## config.mk

```make
export PLATFORM = sky130hd
export DESIGN_NAME = ffpra_ctrl
export DESIGN_NICKNAME = d
export VERILOG_FILES = /design/src/hdl/ffpra_pkg.sv /design/src/hdl/ffpra_ctrl.sv
export VERILOG_INCLUDE_DIRS = /design/src /design/src/hdl
export SDC_FILE = /design/constraint.sdc
export NUM_CORES = 1
export LEC_CHECK = 0
export ABC_AREA = 1
export BUFFER_PORTS_ARGS = -buffer_cell sky130_fd_sc_hd__buf_2
export CAP_MARGIN = 20
export CORE_MARGIN = 4
export CORE_UTILIZATION = 45
export CTS_CLUSTER_SIZE = 14
export DETAILED_ROUTE_END_ITERATION = 12
export PLACE_DENSITY = 0.75
export SLEW_MARGIN = 25
export SYNTH_ARGS = -nofsm -noshare
export SYNTH_HDL_FRONTEND = slang
export SYNTH_SLANG_ARGS = --single-unit
export TNS_END_PERCENT = 5
```

## constraint.sdc

```tcl
create_clock -name clock -period 2.2 [get_ports clock]
set_input_delay 0.44 -clock clock [delete_from_list [all_inputs] [get_ports clock]]
set_output_delay 0.44 -clock clock [all_outputs]
set_load 0.01 [all_outputs]
```

## src/hdl/first_fit_page_range_allocator_defines.svh

```systemverilog
// Assertion helpers used by the allocator control module.
`ifndef FIRST_FIT_PAGE_RANGE_ALLOCATOR_DEFINES_SVH
`define FIRST_FIT_PAGE_RANGE_ALLOCATOR_DEFINES_SVH

// Property that holds at every clock edge outside reset.
`define FFPRA_ASSERT(label, prop, msg) \
   label: assert property (@(posedge clock) disable iff (reset) (prop)) else $error(msg);

// Condition in one cycle implies a condition in the next.
`define FFPRA_ASSERT_NEXT(label, pre, post, msg) \
   label: assert property (@(posedge clock) disable iff (reset) (pre) |=> (post)) \
      else $error(msg);

`endif

```

## src/hdl/ffpra_pkg.sv

```systemverilog
package ffpra_pkg;

   localparam int MAX_RANGES = 64;
   localparam int PAGE_SHIFT = 12;
   localparam int ADDR_BITS  = 32;

   localparam int IDX_W   = $clog2(MAX_RANGES);
   localparam int CNT_W   = $clog2(MAX_RANGES + 1);
   localparam int SCAN_W  = $clog2(MAX_RANGES + 3);
   localparam int BASE_W  = 20;
   localparam int PAGES_W = 21;
   localparam int END_W   = PAGES_W + 1;
   localparam int OWNER_W = 8;
   localparam int VPN_W   = ADDR_BITS - PAGE_SHIFT;
   localparam int PAGE_LIMIT = (VPN_W >= 20) ? (1 << 20) : (1 << VPN_W);

   typedef enum logic [1:0] {
      ACT_ALLOC  = 2'd0,
      ACT_FREE   = 2'd1,
      ACT_LOOKUP = 2'd2,
      ACT_SETOWN = 2'd3
   } action_type;

   typedef enum logic [2:0] {
      ST_OK      = 3'd0,
      ST_INVALID = 3'd1,
      ST_BUSY    = 3'd2,
      ST_NOSPACE = 3'd3,
      ST_FULL    = 3'd4
   } status_type;

   typedef enum logic [1:0] {
      REG_AREA_BASE = 2'd0,
      REG_AREA_TOP  = 2'd1,
      REG_RSV_BASE  = 2'd2,
      REG_RSV_TOP   = 2'd3
   } csr_idx_type;

   typedef struct packed {
      logic [BASE_W-1:0]  base;
      logic [PAGES_W-1:0] pages;
      logic               used;
      logic [OWNER_W-1:0] owner;
   } entry_type;

   typedef struct packed {
      logic start;
      logic init_step;
      logic scan;
      logic cap;
      logic exec;
      logic move;
      logic wra;
      logic wrb;
      logic rsp_load;
   } cmd_type;

   typedef struct packed {
      logic cfg_wr;
      logic init_done;
      logic scan_end;
      logic move_done;
   } sts_type;

   function automatic logic [ADDR_BITS-1:0] byte_of(input logic [BASE_W-1:0] page);
      logic [BASE_W+PAGE_SHIFT-1:0] full;
      full = {page, {PAGE_SHIFT{1'b0}}};
      return ADDR_BITS'(full);
   endfunction

endpackage

```

## src/hdl/ffpra_ctrl.sv

```systemverilog
module ffpra_ctrl (
   input  logic               clock,
   input  logic               reset,
   input  logic               req_valid,
   output logic               req_ready,
   output logic               rsp_valid,
   input  logic               rsp_ready,
   input  ffpra_pkg::sts_type sts,
   output ffpra_pkg::cmd_type cmd
);
   import ffpra_pkg::*;
   `include "first_fit_page_range_allocator_defines.svh"

   typedef enum logic [8:0] {
      ST_IDLE = 9'b000000001,
      ST_INIT = 9'b000000010,
      ST_SCAN = 9'b000000100,
      ST_CAP  = 9'b000001000,
      ST_EXEC = 9'b000010000,
      ST_MOVE = 9'b000100000,
      ST_WRA  = 9'b001000000,
      ST_WRB  = 9'b010000000,
      ST_DONE = 9'b100000000
   } state_type;

   state_type state_ff, state_in;
   logic      rsp_valid_ff;

   assign req_ready = (state_ff == ST_IDLE) && !sts.cfg_wr;
   assign rsp_valid = rsp_valid_ff;

   always_comb begin
      state_in = state_ff;
      cmd      = '0;
      unique case (state_ff)
         ST_IDLE: begin
            if (sts.cfg_wr) begin
               state_in = ST_INIT;
            end else if (req_valid) begin
               cmd.start = 1'b1;
               state_in  = ST_SCAN;
            end
         end
         ST_INIT: begin
            cmd.init_step = 1'b1;
            if (!sts.cfg_wr && sts.init_done) begin
               state_in = ST_IDLE;
            end
         end
         ST_SCAN: begin
            cmd.scan = 1'b1;
            if (sts.scan_end) begin
               state_in = ST_CAP;
            end
         end
         ST_CAP: begin
            cmd.cap  = 1'b1;
            state_in = ST_EXEC;
         end
         ST_EXEC: begin
            cmd.exec = 1'b1;
            state_in = ST_MOVE;
         end
         ST_MOVE: begin
            cmd.move = 1'b1;
            if (sts.move_done) begin
               state_in = ST_WRA;
            end
         end
         ST_WRA: begin
            cmd.wra  = 1'b1;
            state_in = ST_WRB;
         end
         ST_WRB: begin
            cmd.wrb  = 1'b1;
            state_in = ST_DONE;
         end
         ST_DONE: begin
            // hold until the previous response has left
            if (!rsp_valid_ff || rsp_ready) begin
               cmd.rsp_load = 1'b1;
               state_in     = ST_IDLE;
            end
         end
         default: state_in = ST_IDLE;
      endcase
   end

   always_ff @(posedge clock) begin
      if (reset) begin
         state_ff     <= ST_INIT;
         rsp_valid_ff <= 1'b0;
      end else begin
         state_ff <= state_in;
         if (cmd.rsp_load) begin
            rsp_valid_ff <= 1'b1;
         end else if (rsp_ready) begin
            rsp_valid_ff <= 1'b0;
         end
      end
   end

   `FFPRA_ASSERT_NEXT(a_accept_scans, req_valid && req_ready, state_ff == ST_SCAN, "accepted transaction did not start a scan")
   `FFPRA_ASSERT_NEXT(a_load_shows, cmd.rsp_load, rsp_valid_ff, "loaded response not presented")
   `FFPRA_ASSERT_NEXT(a_move_holds, (state_ff == ST_MOVE) && !sts.move_done, state_ff == ST_MOVE, "left entry move early")

endmodule

```

**Word-level counts from Yosys, hierarchy flattened**

Index checks and enable logic that the tools add are counted.

- Output and inout port bits: 11
- Logic and storage cells: 44
- Bits of input ports: 8
- Register bits: 10

- Equal/unequal tests: 14
- Multiplexer cells: 21
- Reductions and logical operators: 7

Operators with widths:

| cell | count |
|---|---|
| $pmux 9 s9 | 1 |
| $mux 9 | 6 |
| $mux 1 | 14 |
| $eq 9x1->1 const B | 1 |
| $eq 9x2->1 const B | 1 |
| $eq 9x3->1 const B | 1 |
| $eq 9x4->1 const B | 1 |
| $eq 9x5->1 const B | 1 |
| $eq 9x6->1 const B | 1 |
| $eq 9x7->1 const B | 1 |
| $eq 9x8->1 const B | 1 |
| $eq 9x9->1 const B | 1 |
| $ne 2x2->1 const B | 4 |
| $reduce_and 5->1 | 1 |
| $ne 3x3->1 const B | 1 |
| $logic_and 1x1->1 | 2 |
| $logic_not 1->1 | 2 |
| $reduce_bool 2->1 | 1 |
| $logic_or 1x1->1 | 1 |

**Depth between registers and ports, before layout**

Gate-level depths: netlist of the first run.

- Word-level depth: 5
- Depth in mapped cells: 10

**Least setup slack after synthesis of the first run**

Ideal clock, no wire load.

- Kind: register to output
- From: reg state_ff[4]
- To: out cmd[8] in the netlist's numbering
- Stages on the path, launching flop included: 6
- Arrival time: 0.910 ns
- Slack: 0.850 ns
- Data required time: 1.760 ns
- Path through: dfxtp_1 -> nor2_2 -> inv_2 -> nor2_8 -> nand3_2 -> nor2_1

RTL lines:

| what | RTL line | source |
|---|---|---|
| start: declaration | ffpra_ctrl.sv:26 | `state_type state_ff, state_in;` |
| start signal: assignment | ffpra_ctrl.sv:94 | `state_ff <= state_in;` |
| end: declaration | ffpra_ctrl.sv:9 | `output ffpra_pkg::cmd_type cmd` |

==> results of run 1 <==
-- through the flow --
stage	hold WS [ns]	worst slack, ns	power [mW]	instances
3_3_place_gp	0.540	0.735	0.893	148
4_1_cts	0.366	0.420	1.03	151
3_5_place_dp	0.554	0.714	0.906	148
2_1_floorplan	0.509	0.850	0.779	114
6_report	0.364	0.424	1.02	151
5_1_grt	0.374	0.278	1.13	151
-- Yosys cell counts (all sizes together) --
cell type   n
dfxtp      10
nor3        4
nand4       4
inv        30
a21oi       1
o211ai      1
nand2      28
nand3       9
nor2       27
-- state kept, by name, summed over array words and instances (netlist names) --
name       count
rsp_valid      1
state_ff       9
-- critical path, stage by stage, from the launching register on --
cell and delay (ns):
dfxtp_1 0.33, nor2_2 0.16, inv_2 0.09, nor2_1 0.15, nand3_1 0.12, inv_1 0.09, buf_2 0.13
-- cells in the final DEF, fill, tap and decap left out --
| cell type | n |
|---|---|
| o211ai_1 | 1 |
| nor3_2 | 1 |
| nand4_1 | 4 |
| clkbuf_4 | 3 |
| nand2_1 | 22 |
| nand3_2 | 3 |
| nand2_2 | 3 |
| nor2_8 | 1 |
| dfxtp_1 | 10 |
| nand3_1 | 6 |
| nor2_4 | 2 |
| nand2_4 | 3 |
| buf_2 | 18 |
| inv_1 | 27 |
| nor2_1 | 18 |
| a21oi_1 | 1 |
| nor2_2 | 6 |
| nor3_1 | 3 |
| inv_2 | 3 |
-- final cells by class --
type	instances	area [um2]	area share
tap	16	20.0	0.0235
timing repair buffer	18	90.1	0.106
multi-input combinational	74	405	0.476
inverter	30	113	0.132
sequential	10	200	0.235
clock buffer	3	22.5	0.0265
-- routing by layer --
layer,global-route usage,vias to the layer above
li1,-,382
met1,0.209,312
met2,0.248,19
met3,0.0451,5
met4,0.0484,0
met5,0,-
-- worst paths after layout --
path,endpoint,depth (start not counted),slack (ns),from
worst max register to register,state_ff[8],10,0.82,state_ff[2]
worst min register to register,rsp_valid,4,0.56,rsp_valid
worst min-delay path,rsp_valid,2,0.36,reset
worst max-delay path,cmd[1],6,0.42,state_ff[4]
-- power groups by stage --
| stage | combinational [mW] | sequential (mW) | clock [mW] |
|---|---|---|---|
| after floorplan | 0.514 | 0.265 | 0 |
| after global placement | 0.623 | 0.271 | 0 |
| after detailed placement | 0.635 | 0.272 | 0 |
| after CTS | 0.637 | 0.267 | 0.127 |
| after global routing | 0.717 | 0.274 | 0.137 |
| final | 0.633 | 0.267 | 0.125 |
-- logic make-up (layout without fill, tap and decap cells) --
kind of cell | Yosys count | count (layout) | share of synthesized area
AO/OA/AOI/OAI | 2 | 2 | 0.0174
buffers and inverters | 30 | 51 | 0.157
AND/OR/NAND/NOR | 72 | 72 | 0.547
flip-flops | 10 | 10 | 0.279
==> flow_summary.toml, run 1 <==
[global_route]
grt_pass1_vias = 593
pin_count_of_the_biggest_net_entering_global_routing = 9
grt_pass1_wl_um = 2460
global_route.overflow_total = 0
antenna_found_initial = 0
grt_usage = 0.158

[cells_and_area]
flow.area_growth_from_synthesis_pct = 18.5
fraction_of_layout_cells_with_a_size_suffix_above_1 = 0.319
diodes = 0
final_design_area_no_fill_um2 = 851
num-nets-final = 145
fin_util = 0.565
layout.filler_cells = 163

[pwr]
share_clk_of_total_power = 0.122
pwr-share-seq = 0.261
comb_power_share = 0.618
leakagePower_nw = 0.551
power_per_cell_area_mw_per_mm2 = 1200
intPower_mw = 0.512
vdd_ir_drop_max_mv = 0.542
power_switching_mw = 0.513
switching_share = 0.500

[yosys]
synthDominantAreaCellType = "dfxtp_1"
synth_fp_nets = 122
syn_area_per_cell_um2 = 6.30
synth.ff_latch_count = 10
syn_inst = 114
yosys.area.top_type_share = 0.279
netlist_top_cells_area = "dfxtp_1 (28%), inv_1 (14%), nand2_1 (11%)"
yosys.cell_types.count = 17
mappedNetlistArea_um2 = 718
ys_warn_count = 0
yosysSeqAreaShare = 0.279

[placed_design]
detailed_place_hpwl_um = 1320
placement.cell_area_um2 = 828
number_of_buffer_cells_added_on_primary_ports = 18
globalplace.congestion = 0.809

[worst_setup_path]
timing_worst_setup_path_type = "register to output pin"
end_kind = "output pin"
critPathRequiredTime_ns = 1.76
timing.critical_path.from_type = "register"
arrival_ns = 1.34
worstPathMaxFanout = 3

[timing]
finalSetupViolCount = 0
unrepaired_setup_endpoints_after_global_routing = "false"
tns_ns = 0
timing_hold_violations_final = 0
timing.final.crit_period_ns = 1.78
layout_worst_path_cycle_share = 0.807
finalClockSkew_ns = 0.00388
fmax_ghz = 0.563
maxSlewViolCount = 0
max_slew.worst_pin.slew_ns = 0.280
max_slew_margin = 0.813

[die]
dieArea_mm2 = 0.00230
ios = 19
start_util = 0.477
area_inside_the_core_boundary_mm2 = 0.00151
core.rowCount = 14
die_w_um = 48.0
die_height_um = 48.0

[clock_network]
cts.clk_slew.worst_paths_ns = 0.07
ctsLongestPathBuffers = 2
cts_htree_levels = 1
cts_tree = "done"
clk_root_buffer_cell = "clkbuf_4"
holdBufCountCts = 0
cts_setup_buffers = 0
worst_skew_pair.late_latency_ns = 0.26
cts_repair_resize_count = 0
tritoncts.num_buffers = 3
cts_sinks = 10

[run]
maxCapViolations = 0

[drt]
highest-signal-layer = "met4"
met1_length_um = 708
detail_route.drc_violations = 0
vias = 718
route.detailed.wl_per_inst_um = 10.2
routed_wirelength_um = 1540
routed-wl-met3_um = 83
detail_route.iter0.violations = 7
drtAntennaViolNets = 0
vias_per_cell = 4.75
first_pass_iters = 4
met2_wire_len_um = 726

[worst_hold_path]
hold_class = "input port to register"

[outcome]
result_of_the_run = "complete, no violations"
Power figures use the tool's default switching activity.
==> inputs of run 2 (changes only) <==
- clock period: 2.2 -> 1.8 ns (I/O delays scaled with it)
==> run 2 against run 1 <==
Effect of this change:
- utilization is 0.66 points higher
- setup slack worse by 0.31 ns
- clock power is 23% higher
- critical path depth stayed put
- first-iteration DRC count is 130% higher
- die area stayed put
- highest routed layer unchanged
==> flow_summary.toml, run 2 (same netlist as run 1, synthesis figures left out) <==
[clock_network]
cts_htree_levels = 1
tritoncts.num_buffers = 3
worst_skew_pair.late_latency_ns = 0.26
cts_tree = "done"
cts_sinks = 10
ctsLongestPathBuffers = 2
cts.clk_slew.worst_paths_ns = 0.07
clk_root_buffer_cell = "clkbuf_4"

[worst_setup_path]
arrival_ns = 1.32
end_kind = "output pin"
reg2reg_depth = 10
timing.critical_path.from_type = "register"
timing_worst_setup_path_type = "register to output pin"
worst_r2r_startpoint = "state_ff[6]"
timing.rr.end = "state_ff[2]"
critPathRequiredTime_ns = 1.44
rrSetupSlack_ns = 0.43
worstPathMaxFanout = 3

[timing]
finalSetupViolCount = 0
finalClockSkew_ns = 0.00582
layout_worst_path_cycle_share = 0.935
tns_ns = 0
max_slew_margin = 0.823
unrepaired_setup_endpoints_after_global_routing = "false"
final_ws_setup_ns = 0.117
maxSlewViolCount = 0
timing.final.crit_period_ns = 1.68
max_slew.worst_pin.slew_ns = 0.265
timing.hold.ws_ns = 0.279
fmax_ghz = 0.594
timing_hold_violations_final = 0

[drt]
highest-signal-layer = "met4"
route.detailed.wl_per_inst_um = 10.4
drtAntennaViolNets = 0
routed-wl-met3_um = 80
first_pass_iters = 4
vias = 716
routed_wirelength_um = 1570
vias_per_cell = 4.74
detail_route.iter0.violations = 16
met2_wire_len_um = 740
detail_route.drc_violations = 0
met1_length_um = 735

[global_route]
grt_pass1_vias = 590
grt_pass1_wl_um = 2460
grt_usage = 0.158
pin_count_of_the_biggest_net_entering_global_routing = 9
global_route.overflow_total = 0
antenna_found_initial = 0

[cells_and_area]
mostFrequentLayoutCell = "inv_1"
flow.area_growth_from_synthesis_pct = 19.9
layout.filler_cells = 167
largest-register = "state_ff"
mostFrequentLayoutCells = "inv_1 (27), nand2_1 (22), buf_2 (18)"
fraction_of_layout_cells_with_a_size_suffix_above_1 = 0.333
num-nets-final = 145
diodes = 0
largest_register_ffs = 9

[pwr]
leakagePower_nw = 0.554
vdd_ir_drop_max_mv = 0.687
power_per_cell_area_mw_per_mm2 = 1480

[worst_hold_path]
min-delay-start = "reset"
hold_class = "input port to register"
hold-path-cell-count = 2
worstHoldEndpoint = "rsp_valid"

[die]
ios = 19
core.rowCount = 14
start_util = 0.477
die_w_um = 48.0
dieArea_mm2 = 0.00230
die_height_um = 48.0
area_inside_the_core_boundary_mm2 = 0.00151

[placed_design]
dp_worst_setup_slack_ns = 0.394
detailed_place_hpwl_um = 1310
number_of_buffer_cells_added_on_primary_ports = 18
globalplace.congestion = 0.809

[outcome]
result_of_the_run = "complete, no violations"

[run]
maxCapViolations = 0
==> run 2: cell count changes in the layout (fill, tap and decap cells not counted) <==
cell    change
nor2_4      +1
nor2_1      -2
nor2_2      +1
==> run 2: layout make-up <==
cell class | count | area (um2) | area share
multi-input combinational | 74 | 415 | 0.483
sequential | 10 | 200 | 0.233
inverter | 30 | 113 | 0.131
timing repair buffer | 18 | 90.1 | 0.105
clock buffer | 3 | 22.5 | 0.0262
tap | 16 | 20.0 | 0.0233
==> run 2: where the power goes <==
group	internal (mW)	switching, mW	total [mW]
Clock	0.0772	0.0765	0.154
Combinational	0.275	0.512	0.787
Sequential	0.281	0.0516	0.332
==> run 2: worst max-delay path by stage <==
stage,start,end,slack (ns),depth (start not counted)
2_1_floorplan,state_ff[4],cmd[8],0.53,5
6_report,state_ff[6],cmd[0],0.12,6
3_3_place_gp,state_ff[2],req_ready,0.42,6
3_5_place_dp,state_ff[2],req_ready,0.39,6
4_1_cts,state_ff[2],cmd[8],0.10,6
5_1_grt,state_ff[4],cmd[8],0.03,6
==> run 2: timing repair <==
item	CTS	global route
hold buffers	0	0
gates resized for setup	0	3
hold endpoints to repair	0	0
endpoints found under the setup margin	0	4
setup buffers	0	0
==> run 2: layer usage <==
layer,vias up,track usage
met5,-,0
met4,0,0.0484
met3,4,0.0451
met2,20,0.251
met1,310,0.207
li1,382,-
==> run 2: through the flow <==
step           area, um2  utilization  total power [mW]  cells
4_1_cts              851        0.565              1.26    151
3_5_place_dp         828        0.550              1.11    148
6_report             861        0.571              1.27    151
3_3_place_gp         828        0.550              1.09    148
5_1_grt              861        0.571              1.39    151
2_1_floorplan        718            -             0.952    114
==> run 2: worst max-delay path: stages, from the launching register on <==
cell     delay [ns]
dfxtp_1        0.34
nor2_4         0.16
nand2_1        0.08
nor2_1         0.17
nand2_1        0.09
nor2_1         0.08
buf_2          0.13
